<file path="config.mk">
export PLATFORM = sky130hd
export DESIGN_NAME = antialiased_line_rasterizer_flat
export DESIGN_NICKNAME = d
export VERILOG_FILES = /design/src/design/alr_pkg.sv /design/src/design/alr_if.sv /design/src/design/alr_div.sv /design/src/design/antialiased_line_rasterizer.sv /design/src/flat_wrapper.sv
export VERILOG_INCLUDE_DIRS = /design/src /design/src/design
export SDC_FILE = /design/constraint.sdc
export NUM_CORES = 1
export LEC_CHECK = 0
export ABC_CLOCK_PERIOD_IN_PS = 10050
export BUFFER_PORTS_ARGS = -buffer_cell sky130_fd_sc_hd__clkbuf_2
export CAP_MARGIN = 20
export CORE_AREA = 2 2 236 122
export CTS_BUF_LIST = sky130_fd_sc_hd__clkbuf_8
export DETAILED_ROUTE_END_ITERATION = 8
export DIE_AREA = 0 0 238 124
export PLACE_DENSITY = 0.68
export SYNTH_ARGS = -nofsm -noshare
export SYNTH_HDL_FRONTEND = slang
export SYNTH_SLANG_ARGS = --single-unit
</file>
<file path="constraint.sdc">
create_clock -name clk -period 10.05 [get_ports clk]
set_clock_uncertainty 0.05 [all_clocks]
set_input_delay 1.5075 -clock clk [delete_from_list [all_inputs] [get_ports clk]]
set_output_delay 1.5075 -clock clk [all_outputs]
set_load 0.02 [all_outputs]
</file>
<file path="src/design/antialiased_line_rasterizer_macros.svh">
// Assertion macros for the antialiased line rasterizer.
// Each macro checks an implication under the block clock and async reset.
`ifndef ANTIALIASED_LINE_RASTERIZER_MACROS_SVH
`define ANTIALIASED_LINE_RASTERIZER_MACROS_SVH

`ifndef SYNTHESIS

// Same-cycle implication.
`define ALR_ASSERT_NOW(label, clk, rst_n, ante, cons) \
    label: assert property (@(posedge clk) disable iff (!rst_n) (ante) |-> (cons)) \
        else $error("alr assertion failed");

// Next-cycle implication.
`define ALR_ASSERT_NEXT(label, clk, rst_n, ante, cons) \
    label: assert property (@(posedge clk) disable iff (!rst_n) (ante) |=> (cons)) \
        else $error("alr assertion failed");

`else

`define ALR_ASSERT_NOW(label, clk, rst_n, ante, cons)
`define ALR_ASSERT_NEXT(label, clk, rst_n, ante, cons)

`endif

`endif

</file>
<file path="src/design/alr_pkg.sv">
`timescale 1ns / 1ps
// ---------------------------------------------------------------------------
// alr_pkg
// Shared constants for the antialiased line rasterizer.
// ---------------------------------------------------------------------------
package alr_pkg;

    localparam int LEVEL_BITS = 8;

    typedef logic [LEVEL_BITS-1:0] level_t;

endpackage

</file>
<file path="src/design/alr_if.sv">
`timescale 1ns / 1ps
// ---------------------------------------------------------------------------
// alr_if
// Valid/ready channels: line command in, pixel pair out.
// ---------------------------------------------------------------------------
interface alr_line_if #(
    parameter int COORD_BITS = 6
);
    logic                  valid;
    logic                  ready;
    logic [COORD_BITS-1:0] start_x;
    logic [COORD_BITS-1:0] start_y;
    logic [COORD_BITS-1:0] end_x;
    logic [COORD_BITS-1:0] end_y;

    modport source (output valid, start_x, start_y, end_x, end_y, input ready);
    modport sink   (input valid, start_x, start_y, end_x, end_y, output ready);
endinterface

interface alr_pair_if #(
    parameter int COORD_BITS = 6
);
    import alr_pkg::*;

    logic                  valid;
    logic                  ready;
    logic [COORD_BITS-1:0] near_x;
    logic [COORD_BITS-1:0] near_y;
    logic [COORD_BITS-1:0] far_x;
    logic [COORD_BITS-1:0] far_y;
    level_t                near_level;
    level_t                far_level;
    logic                  last;

    modport source (output valid, near_x, near_y, far_x, far_y, near_level, far_level, last,
                    input ready);
    modport sink   (input valid, near_x, near_y, far_x, far_y, near_level, far_level, last,
                    output ready);
endinterface

</file>
<file path="src/design/alr_div.sv">
`timescale 1ns / 1ps
// ---------------------------------------------------------------------------
// alr_div
// Restoring unsigned divider, one quotient bit per cycle.
// ---------------------------------------------------------------------------
module alr_div #(
    parameter int NUM_BITS = 23,
    parameter int DEN_BITS = 6
) (
    input  logic                clk,
    input  logic                rst_n,
    input  logic                start,
    input  logic [NUM_BITS-1:0] numer,
    input  logic [DEN_BITS-1:0] denom,
    output logic                done,
    output logic [NUM_BITS-1:0] quot
);
    localparam int CNT_BITS = $clog2(NUM_BITS + 1);

    logic                busy_reg, busy_next;
    logic                done_reg, done_next;
    logic [CNT_BITS-1:0] cnt_reg, cnt_next;
    logic [DEN_BITS-1:0] rem_reg, rem_next;
    logic [DEN_BITS-1:0] den_reg, den_next;
    logic [NUM_BITS-1:0] num_reg, num_next;
    logic [NUM_BITS-1:0] quot_reg, quot_next;

    logic [DEN_BITS:0]   rem_sh;
    logic [DEN_BITS:0]   diff;
    logic                fits;

    always_comb
    begin
        rem_sh = {rem_reg, num_reg[NUM_BITS-1]};
        diff   = rem_sh - {1'b0, den_reg};
        fits   = (rem_sh >= {1'b0, den_reg});

        busy_next = busy_reg;
        done_next = 1'b0;
        cnt_next  = cnt_reg;
        rem_next  = rem_reg;
        den_next  = den_reg;
        num_next  = num_reg;
        quot_next = quot_reg;

        if (start)
        begin
            busy_next = 1'b1;
            cnt_next  = CNT_BITS'(NUM_BITS);
            rem_next  = '0;
            den_next  = denom;
            num_next  = numer;
            quot_next = '0;
        end
        else if (busy_reg)
        begin
            rem_next  = fits ? diff[DEN_BITS-1:0] : rem_sh[DEN_BITS-1:0];
            quot_next = {quot_reg[NUM_BITS-2:0], fits};
            num_next  = {num_reg[NUM_BITS-2:0], 1'b0};
            cnt_next  = cnt_reg - 1'b1;
            if (cnt_reg == CNT_BITS'(1))
            begin
                busy_next = 1'b0;
                done_next = 1'b1;
            end
        end
    end

    always_ff @(posedge clk or negedge rst_n)
    begin
        if (!rst_n)
        begin
            busy_reg <= 1'b0;
            done_reg <= 1'b0;
            cnt_reg  <= '0;
        end
        else
        begin
            busy_reg <= busy_next;
            done_reg <= done_next;
            cnt_reg  <= cnt_next;
        end
    end

    always_ff @(posedge clk)
    begin
        rem_reg  <= rem_next;
        den_reg  <= den_next;
        num_reg  <= num_next;
        quot_reg <= quot_next;
    end

    assign done = done_reg;
    assign quot = quot_reg;

endmodule

</file>
<file path="src/design/antialiased_line_rasterizer.sv">
`timescale 1ns / 1ps
// Sequence: accept, a setup state (ST_PREP), the bit-serial gradient divider (ST_DIV), then
// the walk (ST_WALK): one pair per cycle while the output is not stalled, |dmajor|+1 pairs.
// A new line is accepted only back in ST_IDLE, once the gradient divider and the walk of the
// single error accumulator have finished with the last line.
// Reset: asynchronous, clears the sequencer and empties the output register.
// ---------------------------------------------------------------------------
// antialiased_line_rasterizer
// Wu-style antialiased line walker with coverage pairs per major step.
// ---------------------------------------------------------------------------
`include "antialiased_line_rasterizer_macros.svh"

module antialiased_line_rasterizer #(
    parameter int COORD_BITS = 6,
    parameter int FRAC_BITS  = 16
) (
    input  logic       clk,
    input  logic       rst_n,
    alr_line_if.sink   cmd,
    alr_pair_if.source pix
);
    import alr_pkg::*;

    localparam int NUM_BITS = COORD_BITS + FRAC_BITS + 1;
    localparam int PROD_BITS = FRAC_BITS + 1 + LEVEL_BITS;

    localparam logic [1:0] ST_IDLE = 2'd0;
    localparam logic [1:0] ST_PREP = 2'd1;
    localparam logic [1:0] ST_DIV  = 2'd2;
    localparam logic [1:0] ST_WALK = 2'd3;

    localparam logic [COORD_BITS-1:0] COORD_MAX = '1;
    localparam logic [FRAC_BITS:0]    FIX_ONE   = {1'b1, {FRAC_BITS{1'b0}}};

    logic [1:0]            state_reg, state_next;
    logic                  steep_reg, steep_next;
    logic                  dir_neg_reg, dir_neg_next;
    logic [COORD_BITS-1:0] maj_reg, maj_next;
    logic [COORD_BITS-1:0] maj1_reg, maj1_next;
    logic [COORD_BITS-1:0] minor_reg, minor_next;
    logic [COORD_BITS-1:0] dmin_reg, dmin_next;
    logic [COORD_BITS-1:0] dmaj_reg, dmaj_next;
    logic [FRAC_BITS:0]    grad_reg, grad_next;
    logic [FRAC_BITS-1:0]  err_reg, err_next;

    logic                  out_valid_reg, out_valid_next;
    logic [COORD_BITS-1:0] near_x_reg, near_x_next;
    logic [COORD_BITS-1:0] near_y_reg, near_y_next;
    logic [COORD_BITS-1:0] far_x_reg, far_x_next;
    logic [COORD_BITS-1:0] far_y_reg, far_y_next;
    level_t                near_lvl_reg, near_lvl_next;
    level_t                far_lvl_reg, far_lvl_next;
    logic                  last_reg, last_next;

    // command setup
    logic [COORD_BITS-1:0] adx, ady;
    logic                  steep;
    logic [COORD_BITS-1:0] a_maj0, a_maj1, a_min0, a_min1;
    logic                  swap;
    logic [COORD_BITS-1:0] s_maj0, s_maj1, s_min0, s_min1;

    // divider
    logic                  div_start;
    logic [NUM_BITS-1:0]   div_numer;
    logic                  div_done;
    logic [NUM_BITS-1:0]   div_quot;

    // walk datapath
    logic                  load;
    logic                  at_end;
    logic [COORD_BITS-1:0] far_minor;
    logic [FRAC_BITS:0]    inv_err;
    logic [PROD_BITS-1:0]  near_prod, far_prod;
    logic [FRAC_BITS:0]    err_sum;

    assign cmd.ready = (state_reg == ST_IDLE);

    always_comb
    begin
        adx    = (cmd.end_x > cmd.start_x) ? cmd.end_x - cmd.start_x : cmd.start_x - cmd.end_x;
        ady    = (cmd.end_y > cmd.start_y) ? cmd.end_y - cmd.start_y : cmd.start_y - cmd.end_y;
        steep  = (ady > adx);
        a_maj0 = steep ? cmd.start_y : cmd.start_x;
        a_maj1 = steep ? cmd.end_y   : cmd.end_x;
        a_min0 = steep ? cmd.start_x : cmd.start_y;
        a_min1 = steep ? cmd.end_x   : cmd.end_y;
        swap   = (a_maj0 > a_maj1);
        s_maj0 = swap ? a_maj1 : a_maj0;
        s_maj1 = swap ? a_maj0 : a_maj1;
        s_min0 = swap ? a_min1 : a_min0;
        s_min1 = swap ? a_min0 : a_min1;
    end

    // ceil(dmin * ONE / dmaj); a zero-length line never uses the gradient
    assign div_start = (state_reg == ST_PREP);
    assign div_numer = (dmaj_reg == '0) ? '0 :
                       {1'b0, dmin_reg, {FRAC_BITS{1'b0}}}
                       + NUM_BITS'(dmaj_reg) - NUM_BITS'(1);

    alr_div #(
        .NUM_BITS (NUM_BITS),
        .DEN_BITS (COORD_BITS)
    ) u_div (
        .clk   (clk),
        .rst_n (rst_n),
        .start (div_start),
        .numer (div_numer),
        .denom (dmaj_reg),
        .done  (div_done),
        .quot  (div_quot)
    );

    always_comb
    begin
        load   = (state_reg == ST_WALK) && (!out_valid_reg || pix.ready);
        at_end = (maj_reg == maj1_reg);

        if (dir_neg_reg)
            far_minor = (minor_reg == '0) ? '0 : minor_reg - 1'b1;
        else
            far_minor = (minor_reg == COORD_MAX) ? COORD_MAX : minor_reg + 1'b1;

        // x * 255 as (x << 8) - x
        inv_err   = FIX_ONE - {1'b0, err_reg};
        near_prod = {inv_err, {LEVEL_BITS{1'b0}}} - PROD_BITS'(inv_err);
        far_prod  = {1'b0, err_reg, {LEVEL_BITS{1'b0}}} - PROD_BITS'(err_reg);
        err_sum   = {1'b0, err_reg} + grad_reg;
    end

    always_comb
    begin
        state_next     = state_reg;
        steep_next     = steep_reg;
        dir_neg_next   = dir_neg_reg;
        maj_next       = maj_reg;
        maj1_next      = maj1_reg;
        minor_next     = minor_reg;
        dmin_next      = dmin_reg;
        dmaj_next      = dmaj_reg;
        grad_next      = grad_reg;
        err_next       = err_reg;
        out_valid_next = out_valid_reg;
        near_x_next    = near_x_reg;
        near_y_next    = near_y_reg;
        far_x_next     = far_x_reg;
        far_y_next     = far_y_reg;
        near_lvl_next  = near_lvl_reg;
        far_lvl_next   = far_lvl_reg;
        last_next      = last_reg;

        if (out_valid_reg && pix.ready)
            out_valid_next = 1'b0;

        case (state_reg)
            ST_IDLE:
            begin
                if (cmd.valid)
                begin
                    steep_next   = steep;
                    dir_neg_next = (s_min1 < s_min0);
                    maj_next     = s_maj0;
                    maj1_next    = s_maj1;
                    minor_next   = s_min0;
                    dmaj_next    = s_maj1 - s_maj0;
                    dmin_next    = (s_min1 > s_min0) ? s_min1 - s_min0 : s_min0 - s_min1;
                    err_next     = '0;
                    state_next   = ST_PREP;
                end
            end
            ST_PREP:
            begin
                state_next = ST_DIV;
            end
            ST_DIV:
            begin
                if (div_done)
                begin
                    grad_next  = div_quot[FRAC_BITS:0];
                    state_next = ST_WALK;
                end
            end
            ST_WALK:
            begin
                if (load)
                begin
                    out_valid_next = 1'b1;
                    near_x_next    = steep_reg ? minor_reg : maj_reg;
                    near_y_next    = steep_reg ? maj_reg   : minor_reg;
                    far_x_next     = steep_reg ? far_minor : maj_reg;
                    far_y_next     = steep_reg ? maj_reg   : far_minor;
                    near_lvl_next  = near_prod[FRAC_BITS+LEVEL_BITS-1:FRAC_BITS];
                    far_lvl_next   = far_prod[FRAC_BITS+LEVEL_BITS-1:FRAC_BITS];
                    last_next      = at_end;

                    maj_next = maj_reg + 1'b1;
                    if (err_sum[FRAC_BITS])
                    begin
                        err_next   = err_sum[FRAC_BITS-1:0];
                        minor_next = far_minor;
                    end
                    else
                    begin
                        err_next = err_sum[FRAC_BITS-1:0];
                    end
                    if (at_end)
                        state_next = ST_IDLE;
                end
            end
            default:
            begin
                state_next = ST_IDLE;
            end
        endcase
    end

    always_ff @(posedge clk or negedge rst_n)
    begin
        if (!rst_n)
        begin
            state_reg     <= ST_IDLE;
            out_valid_reg <= 1'b0;
        end
        else
        begin
            state_reg     <= state_next;
            out_valid_reg <= out_valid_next;
        end
    end

    always_ff @(posedge clk)
    begin
        steep_reg    <= steep_next;
        dir_neg_reg  <= dir_neg_next;
        maj_reg      <= maj_next;
        maj1_reg     <= maj1_next;
        minor_reg    <= minor_next;
        dmin_reg     <= dmin_next;
        dmaj_reg     <= dmaj_next;
        grad_reg     <= grad_next;
        err_reg      <= err_next;
        near_x_reg   <= near_x_next;
        near_y_reg   <= near_y_next;
        far_x_reg    <= far_x_next;
        far_y_reg    <= far_y_next;
        near_lvl_reg <= near_lvl_next;
        far_lvl_reg  <= far_lvl_next;
        last_reg     <= last_next;
    end

    assign pix.valid      = out_valid_reg;
    assign pix.near_x     = near_x_reg;
    assign pix.near_y     = near_y_reg;
    assign pix.far_x      = far_x_reg;
    assign pix.far_y      = far_y_reg;
    assign pix.near_level = near_lvl_reg;
    assign pix.far_level  = far_lvl_reg;
    assign pix.last       = last_reg;

    // walk never runs past the end point
    `ALR_ASSERT_NOW(a_walk_in_range, clk, rst_n, state_reg == ST_WALK, maj_reg <= maj1_reg)
    // a pending non-final beat means the line is still being walked
    `ALR_ASSERT_NOW(a_mid_line_walking, clk, rst_n, out_valid_reg && !last_reg,
                    state_reg == ST_WALK)
    // the divider only finishes while the sequencer waits for it
    `ALR_ASSERT_NOW(a_div_done_in_div, clk, rst_n, div_done, state_reg == ST_DIV)
    // an accepted command always starts the gradient setup
    `ALR_ASSERT_NEXT(a_accept_to_prep, clk, rst_n, cmd.valid && cmd.ready,
                     state_reg == ST_PREP)

endmodule

</file>
<file path="src/flat_wrapper.sv">
// flat-port wrapper written by rule: the top's interface ports become plain ports
module antialiased_line_rasterizer_flat import alr_pkg::*;
#(
    parameter int COORD_BITS = 6,
    parameter int FRAC_BITS  = 16
)
  (clk, rst_n, cmd_valid, cmd_start_x, cmd_start_y, cmd_end_x, cmd_end_y, cmd_ready, pix_valid, pix_near_x, pix_near_y, pix_far_x, pix_far_y, pix_near_level, pix_far_level, pix_last, pix_ready);
  alr_line_if #(.COORD_BITS(COORD_BITS)) cmd_i ();
  alr_pair_if #(.COORD_BITS(COORD_BITS)) pix_i ();
  input  logic clk;
  input  logic rst_n;
  input wire logic [$bits(cmd_i.valid)-1:0] cmd_valid;
  input wire logic [$bits(cmd_i.start_x)-1:0] cmd_start_x;
  input wire logic [$bits(cmd_i.start_y)-1:0] cmd_start_y;
  input wire logic [$bits(cmd_i.end_x)-1:0] cmd_end_x;
  input wire logic [$bits(cmd_i.end_y)-1:0] cmd_end_y;
  output wire logic [$bits(cmd_i.ready)-1:0] cmd_ready;
  output wire logic [$bits(pix_i.valid)-1:0] pix_valid;
  output wire logic [$bits(pix_i.near_x)-1:0] pix_near_x;
  output wire logic [$bits(pix_i.near_y)-1:0] pix_near_y;
  output wire logic [$bits(pix_i.far_x)-1:0] pix_far_x;
  output wire logic [$bits(pix_i.far_y)-1:0] pix_far_y;
  output wire logic [$bits(pix_i.near_level)-1:0] pix_near_level;
  output wire logic [$bits(pix_i.far_level)-1:0] pix_far_level;
  output wire logic [$bits(pix_i.last)-1:0] pix_last;
  input wire logic [$bits(pix_i.ready)-1:0] pix_ready;
  assign cmd_i.valid = cmd_valid;
  assign cmd_i.start_x = cmd_start_x;
  assign cmd_i.start_y = cmd_start_y;
  assign cmd_i.end_x = cmd_end_x;
  assign cmd_i.end_y = cmd_end_y;
  assign cmd_ready = cmd_i.ready;
  assign pix_valid = pix_i.valid;
  assign pix_near_x = pix_i.near_x;
  assign pix_near_y = pix_i.near_y;
  assign pix_far_x = pix_i.far_x;
  assign pix_far_y = pix_i.far_y;
  assign pix_near_level = pix_i.near_level;
  assign pix_far_level = pix_i.far_level;
  assign pix_last = pix_i.last;
  assign pix_i.ready = pix_ready;
  antialiased_line_rasterizer #(.COORD_BITS(COORD_BITS), .FRAC_BITS(FRAC_BITS)) u_core (.clk(clk), .rst_n(rst_n), .cmd(cmd_i), .pix(pix_i));
endmodule
</file>
==> results of run 1 <==
layout make-up:
| cell class | count | area share |
|---|---|---|
| clock buffer | 17 | 0.0184 |
| clock inverter | 15 | 0.0131 |
| inverter | 107 | 0.0316 |
| multi-input combinational | 847 | 0.476 |
| sequential | 168 | 0.374 |
| tap | 360 | 0.0354 |
| timing repair buffer | 104 | 0.0511 |
kinds of logic after synthesis:
| family | count (synthesis) |
|---|---|
| AOI/OAI and AO/OA | 263 |
| xor gates and xnor gates | 91 |
| adders and majority gates | 102 |
| buffers and inverters | 154 |
| DFF | 168 |
| muxes | 59 |
| and+or+nand+nor | 332 |
synthesized netlist by cell type, types with 3 or more instances:
cell / number
a211o_1: 3
a211oi_1: 10
a21boi_0: 3
a21o_1: 25
a21oi_1: 77
a221o_1: 5
a221oi_1: 3
a311oi_1: 3
a31oi_1: 7
and2_1: 20
and3_1: 10
and3b_1: 3
buf_1: 13
buf_2: 4
clkbuf_1: 28
dfrtp_1: 10
dfxtp_1: 23
edfxtp_1: 135
fa_1: 6
ha_1: 92
inv_1: 106
maj3_1: 3
mux2_2: 6
mux2i_1: 51
nand2_1: 94
nand2b_1: 11
nand3_1: 22
nand4_1: 6
nor2_1: 86
nor2b_1: 26
nor3_1: 19
nor3b_1: 3
nor4_1: 5
o2111ai_1: 3
o211ai_1: 11
o21a_1: 4
o21ai_0: 69
o21bai_1: 3
o22ai_1: 12
o31ai_1: 3
or2_2: 5
or3_1: 8
xnor2_1: 67
xor2_1: 24
critical path, delay by kind of cell:
family          cells  cell delay [ns]
compound gates     18             3.90
xor+xnor            2             0.35
fa+ha+maj           5             1.55
buf+inv             8             0.96
mux                 3             0.60
simple gates        6             0.98
cells in the final DEF, fill, tap and decap left out, types with 22 or more instances in the layout:
master    count
edfxtp_1    135
inv_1       106
nand2_1      94
ha_1         91
nor2_1       86
a21oi_1      76
clkbuf_2     70
o21ai_0      69
xnor2_1      67
mux2i_1      51
buf_4        31
nor2b_1      26
a21o_1       25
xor2_1       24
dfxtp_1      23
nand3_1      22
routing by layer:
metal	global-route usage	part of all wire	vias up
met5	0	0	-
met4	0.0266	0.0054	0
met3	0.104	0.13	24
met2	0.234	0.34	389
met1	0.328	0.52	4128
li1	-	-	4309
worst paths after layout:
path,startpoint,endpoint,cells after the start
max in group asynchronous,rst_n,u_core.state_reg[0],1
min in group asynchronous,rst_n,u_core.pix.valid,1
setup / recovery,cmd_end_y[0],u_core.dmin_reg[5],42
setup reg to reg,u_core.err_reg[0],u_core.minor_reg[1],15
hold reg to reg,u_core.u_div.quot[16],u_core.grad_reg[16],0
hold / removal,u_core.u_div.quot[16],u_core.grad_reg[16],0
through the flow:
step	instances	utilization	area [µm²]	hold slack, ns	setup WS (ns)
6_report	1618	0.466	12700	0.392	0.380
5_1_grt	1618	0.466	12700	0.423	0.00826
4_1_cts	1617	0.465	12700	0.395	0.587
3_5_place_dp	1585	0.450	12300	0.365	0.101
3_3_place_gp	1585	0.450	12300	0.367	0.245
2_1_floorplan	1169	-	11400	0.358	0.00342
==> results.tsv, run 1 <==
metric	value	unit
status	completed	
DPL Wire Length	22.8	mm
Final nets	1371	
Final Wtd Congestion	1.05	
top_reg_cell synth	edfxtp_1	
vias in the first global route	8005	
critical path launch point type	input pin	
DRT Wirelength	29.3	mm
# IOs	71	
register area	4760	µm²
Initial Utilization	0.417	
Synthesized Nets	1295	
grt ovf	0	
CP Max Fanout	9	
DRT iter0 DRCs	1071	
total CTS buffers	17	
TNS Setup	0	ns
unrepaired setup endpoints after global routing	false	
relative slew slack	0.314	
Synth top area share	0.356	
fin crit period	9.67	ns
Max Transition Viols Final	0	
Worst path max stage delay	0.41	ns
area delta synth->final	11.8	%
fin crit share	0.962	
asr flop ratio synth	0.0595	
max cap viols	0	
cts repair resizes	0	
Post-Synth XOR/XNOR Area	0.0700	
Worst Hold Class	flop to flop	
max FFs per register	23	
Clock transition at path regs	0.10	ns
Req. time, crit path	10.23	ns
Die W	238	µm
Critical Path AT	9.85	ns
Worst-Skew Late Latency	0.49	ns
All-Layer GR Usage	0.205	
main combinational cell family by area after synthesis	compound AO/OA/AOI/OAI gates	
clk sinks	168	
post-synthesis mux area share	0.0530	
CP max stage cell	ha_1	
library cells used by synthesis	79	
final hold violations	0	
Routed WL per cell	18.1	µm
Post-Synth Simple-Gate Area	0.143	
EDFF count, synth	135	
Fill cells	2531	
I/O Buffers	70	
Max Clk Rate	103	MHz
die footprint	29500	µm²
crit path kind	input pin to flop	
total number of vias	8850	
Multi-input gate area	6060	µm²
post-synth top area cell	edfxtp_1	
Worst Max-Slew Pin Slew	1.03	ns
Remaining DRCs	0	
Gate Count Post-Synth	1169	
Core Region	27300	µm²
DRT Pass-1 Iters	7	
clk buf depth	2	
Post-Syn Area	11400	µm²
Seq/Total Area, Yosys	0.418	
antenna cells	0	
first-pass GRT wire length	45.8	mm
CTS root buf	clkbuf_8	
adder-cell share of the synthesized area	0.115	
Synth Area in Compound Gates	0.149	
synth top area cells	edfxtp_1 (36%), ha_1 (10%), xnor2_1 (5.2%), mux2i_1 (4.5%), dfxtp_1 (4.0%)	
R2R Setup Slk	5.61	ns
routed vias/inst	5.47	
Die H	124	µm
Yosys reg bits	168	
CP endpoint kind	flop	
yosys warns	0	
setup repair bufs after CTS	0	
fraction of layout cells with a size suffix above 1	0.134	
setup violators final	0	
pin count of the biggest net entering global routing	62	
ANT nets after route	0	
cts hold-fix bufs	0	
# rows	43	
antenna violations before repair	0	
CTS tree	done	
H-tree depth	4	
Avg Inst Size Synth	9.74	µm²
Power of run 1 is left out: the tool's default activity adds up to more than one toggle a clock period on the data nets, which glitch-free logic cannot reach.
==> inputs of run 2 (changes only) <==
--- a/config.mk
+++ b/config.mk
@@ -13,7 +13,6 @@
 export CTS_BUF_LIST = sky130_fd_sc_hd__clkbuf_8
 export DETAILED_ROUTE_END_ITERATION = 8
 export DIE_AREA = 0 0 238 124
-export PLACE_DENSITY = 0.68
 export SYNTH_ARGS = -nofsm -noshare
 export SYNTH_HDL_FRONTEND = slang
 export SYNTH_SLANG_ARGS = --single-unit
==> results.tsv, run 2 (synthesized netlist as in run 1, its figures left out) <==
metric	value	unit	change
CP max stage cell	ha_1		
top sig layer	met4		
Die H	124	µm	unchanged
Multi-input gate area	6070	µm²	+0.10%
Core Region	27300	µm²	unchanged
H-tree depth	4		unchanged
setup violators final	0		unchanged
Reg2Reg Depth	14		-1
Final Wtd Congestion	0.999		-4.8%
most common cell after layout, fill and taps aside	edfxtp_1		
Max Clk Rate	104	MHz	+0.71%
first-pass GRT wire length	46.3	mm	+1.2%
status	completed		
Met3 Wirelength	3.12	mm	-20%
# IOs	71		unchanged
max FFs per register	23		unchanged
Routed WL per cell	18.4	µm	+1.5%
fraction of layout cells with a size suffix above 1	0.137		+0.00274
area delta synth->final	11.4	%	
All-Layer GR Usage	0.207		+0.00214
fin crit share	0.955		-0.00677
fin worst setup slack	0.448	ns	+0.0680 ns
vias in the first global route	7934		-0.89%
max cap viols	0		unchanged
Worst path max stage delay	0.43	ns	+0.02 ns
clk sinks	168		unchanged
Initial Utilization	0.417		unchanged
total number of vias	8781		-0.78%
worst hold path stage count	0		unchanged
fin crit period	9.60	ns	-0.0680 ns
antenna violations before repair	0		unchanged
Clock transition at path regs	0.09	ns	about the same
Final nets	1375		+0.29%
unrepaired setup endpoints after global routing	false		
DRT iter0 DRCs	848		-21%
routed vias/inst	5.41		-1.1%
relative slew slack	0.295		-0.0194
final hold violations	0		unchanged
DPL Wire Length	23.3	mm	+2.1%
Critical Path AT	9.77	ns	-0.08 ns
register area	4760	µm²	unchanged
die footprint	29500	µm²	unchanged
Fill cells	2577		+1.8%
cts hold-fix bufs	0		unchanged
Max Transition Viols Final	0		unchanged
CTS tree	done		
Worst-Skew Late Latency	0.48	ns	about the same
CP endpoint kind	flop		
Worst Hold Class	flop to flop		
# rows	43		unchanged
I/O Buffers	70		unchanged
total CTS buffers	17		unchanged
critical path launch point type	input pin		
CTS root buf	clkbuf_8		
worst hold slack	0.391	ns	-0.00118 ns
DRT Pass-1 Iters	5		-2
crit path kind	input pin to flop		
Place WS	-0.0562	ns	-0.157 ns
CP Max Fanout	14		+5
ANT nets after route	0		unchanged
Core Util, Final	0.464		-0.00169
met2 WL post-DR	9.87	mm	+0.23%
Remaining DRCs	0		unchanged
commonest non-fill, non-tap cells in the layout	edfxtp_1 (135), inv_1 (107), nand2_1 (93)		
Worst Max-Slew Pin Slew	1.05	ns	+0.0215 ns
clk buf depth	2		unchanged
Die W	238	µm	unchanged
TNS Setup	0	ns	unchanged
crit-path most repeated cell	ha_1		
Req. time, crit path	10.22	ns	about the same
grt ovf	0		unchanged
Routed met1 length	16.6	mm	+8.4%
DRT Wirelength	29.8	mm	+1.8%
pin count of the biggest net entering global routing	62		unchanged
run 2: changes by cell type in the layout (fill, tap and decap cells not counted), sizes merged:
cell / previous run / this run
buf: 34 / 38
bufinv: 0 / 1
clkinv: 2 / 6
clkinvlp: 0 / 1
diode: 0 / 1
inv: 120 / 114
run 2: layer usage:
metal / vias to the layer above / GRT usage
met5: - / 0
met4: 0 / 0.0352
met3: 22 / 0.0809
met2: 311 / 0.238
met1: 4128 / 0.342
li1: 4320 / -
run 2: what timing repair did:
action | 4_1_cts | 5_1_grt
setup buffers | 0 | 0
resized for setup | 0 | 7
endpoints found under the setup margin | 0 | 5
endpoints found under the hold margin | 0 | 0
run 2: per-stage QoR:
step | instance area, µm² | cells
final | 12700 | 1623
after global routing | 12700 | 1622
after CTS | 12700 | 1621
after detailed placement | 12300 | 1589
after global placement | 12300 | 1589
after floorplan | 11400 | 1169
run 2: final cells by class:
| cell class | count | share of cell area |
|---|---|---|
| Tap cell | 360 | 0.0355 |
| Sequential cell | 168 | 0.376 |
| Inverter | 107 | 0.0319 |
| Multi-Input combinational cell | 847 | 0.478 |
| Timing Repair Buffer | 108 | 0.0499 |
| Antenna cell | 1 | 0.000197 |
| Clock inverter | 15 | 0.00996 |
| Clock buffer | 17 | 0.0184 |
run 2: final timing paths:
check / slack, ns / end / from
min in group asynchronous: 0.85 / u_core.pix.valid / rst_n
min: 0.39 / u_core.grad_reg[16] / u_core.u_div.quot[16]
max reg2reg: 5.78 / u_core.pix.near_level[7] / u_core.err_reg[1]
max in group asynchronous: 8.87 / u_core.state_reg[1] / rst_n
min reg2reg: 0.39 / u_core.grad_reg[16] / u_core.u_div.quot[16]
max: 0.45 / u_core.dmin_reg[2] / cmd_end_x[0]
run 2: worst max-delay path: cells and delay by family:
kind	cells	cell delay (ns)
xor+xnor	2	0.51
simple gates	6	0.80
compound gates	17	3.71
mux	3	0.71
fa+ha+maj	5	1.66
buf+inv	7	0.82
Power of run 2 is left out for the same reason.
==> inputs of run 3 (changes only) <==
--- a/config.mk
+++ b/config.mk
@@ -13,6 +13,7 @@
 export CTS_BUF_LIST = sky130_fd_sc_hd__clkbuf_8
 export DETAILED_ROUTE_END_ITERATION = 8
 export DIE_AREA = 0 0 238 124
+export GPL_TIMING_DRIVEN = 0
 export SYNTH_ARGS = -nofsm -noshare
 export SYNTH_HDL_FRONTEND = slang
 export SYNTH_SLANG_ARGS = --single-unit
==> results.tsv, run 3 (synthesized netlist as in run 1, its figures left out) <==
metric	value	unit	change
final hold violations	0		unchanged
CP delay by family, top	compound AO/OA/AOI/OAI gates		
Max Clk Rate	101	MHz	-3.0%
Levels on crit path	44		+10%
commonest non-fill, non-tap cells in the layout	edfxtp_1 (135), inv_1 (106), nand2_1 (91)		
Worst path max stage delay	0.37	ns	-0.06 ns
setup violators final	0		unchanged
total number of vias	9054		+3.1%
DRT Wirelength	31.7	mm	+6.4%
fin crit period	9.90	ns	+0.295 ns
max FFs per register	23		unchanged
cts hold-fix bufs	0		unchanged
Worst Max-Slew Pin Slew	1.08	ns	+0.0279 ns
H-tree depth	4		unchanged
Clock transition at path regs	0.10	ns	about the same
Worst-Skew Late Latency	0.47	ns	about the same
DRT iter0 DRCs	913		+7.7%
CTS root buf	clkbuf_8		
Final nets	1411		+2.6%
Routed WL per cell	19.1	µm	+4.2%
All-Layer GR Usage	0.220		+0.0130
routed vias/inst	5.46		+0.93%
CP endpoint kind	flop		
# IOs	71		unchanged
I/O Buffers	70		unchanged
antenna cells	0		-1
most common cell after layout, fill and taps aside	edfxtp_1		
CP max stage cell	a221o_1		
total CTS buffers	17		unchanged
Max Transition Viols Final	0		unchanged
Die H	124	µm	unchanged
DRT Pass-1 Iters	5		unchanged
critical path launch point type	input pin		
# rows	43		unchanged
Die W	238	µm	unchanged
DPL Wire Length	25.1	mm	+7.6%
ANT nets after route	0		unchanged
die footprint	29500	µm²	unchanged
R2R Setup Slk	5.81	ns	+0.03 ns
CTS tree	done		
Req. time, crit path	10.23	ns	about the same
grt ovf	0		unchanged
crit path kind	input pin to flop		
post-route insts no fill	1658		+2.2%
fraction of layout cells with a size suffix above 1	0.162		+0.0247
relative slew slack	0.261		-0.0342
status	completed		
area delta synth->final	16.0	%	
Initial Utilization	0.417		unchanged
Core Region	27300	µm²	unchanged
Reg2Reg Depth	16		+2
worst hold path stage count	0		unchanged
vias in the first global route	8187		+3.2%
Final Wtd Congestion	0.984		-1.5%
crit-path most repeated cell	a221o_1		
Worst Hold Class	flop to flop		
placed cells	1602		+0.82%
CP Max Fanout	19		+5
TNS Setup	0	ns	unchanged
pin count of the biggest net entering global routing	25		-60%
Remaining DRCs	0		unchanged
antenna violations before repair	0		unchanged
first-pass GRT wire length	48.6	mm	+4.8%
WP buf/inv	13		+6
max cap viols	0		unchanged
clk sinks	168		unchanged
clk buf depth	2		unchanged
Critical Path AT	10.08	ns	+0.31 ns
fin crit share	0.985		+0.0294
## run 3: cell count changes in the layout (fill, tap and decap cells not counted), sizes merged
cell | before | now
buf | 38 | 46
inv | 114 | 116
diode | 1 | 0
clkinvlp | 1 | 3
clkinv | 6 | 2
clkbuf | 87 | 115
## run 3: layout make-up
type / instances / area [µm²]
multi-input combinational: 847 / 6310
fill: 2580 / 14100
timing repair buffer: 99 / 609
sequential: 168 / 4760
tap: 360 / 450
clock inverter: 15 / 151
clock buffer: 17 / 234
inverter: 107 / 402
buffer: 45 / 293
## run 3: what timing repair did
action / 4_1_cts / 5_1_grt
gates resized for setup: 46 / 36
endpoints found under the setup margin: 9 / 7
setup buffers: 10 / 16
pin swaps: 11 / 20
## run 3: path summary, 6_finish.rpt
| kind | start | end |
|---|---|---|
| min in group asynchronous | rst_n | u_core.state_reg[1] |
| setup reg to reg | u_core.err_reg[0] | u_core.minor_reg[1] |
| hold / removal | u_core.u_div.quot[16] | u_core.grad_reg[16] |
| setup / recovery | cmd_end_y[0] | u_core.dmin_reg[4] |
| hold reg to reg | u_core.u_div.quot[16] | u_core.grad_reg[16] |
| max in group asynchronous | rst_n | u_core.u_div.busy_reg |
## run 3: metal layers
layer | vias to the layer above | wire [µm] | track usage
li1 | 4388 | - | -
met1 | 4313 | 17600 | 0.373
met2 | 339 | 10700 | 0.252
met3 | 14 | 3290 | 0.0776
met4 | 0 | 136 | 0.0297
met5 | - | 0 | 0
## run 3: per-stage QoR
step | hold WS (ns) | setup WS [ns] | util | area (µm²)
final | 0.394 | 0.153 | 0.483 | 13200
after global routing | 0.414 | -0.0782 | 0.483 | 13200
after CTS | 0.401 | 0.0273 | 0.473 | 12900
after detailed placement | 0.371 | -1.87 | 0.449 | 12300
after global placement | 0.365 | -1.85 | 0.447 | 12200
after floorplan | 0.358 | 0.00342 | - | 11400
Power of run 3 is left out for the same reason.
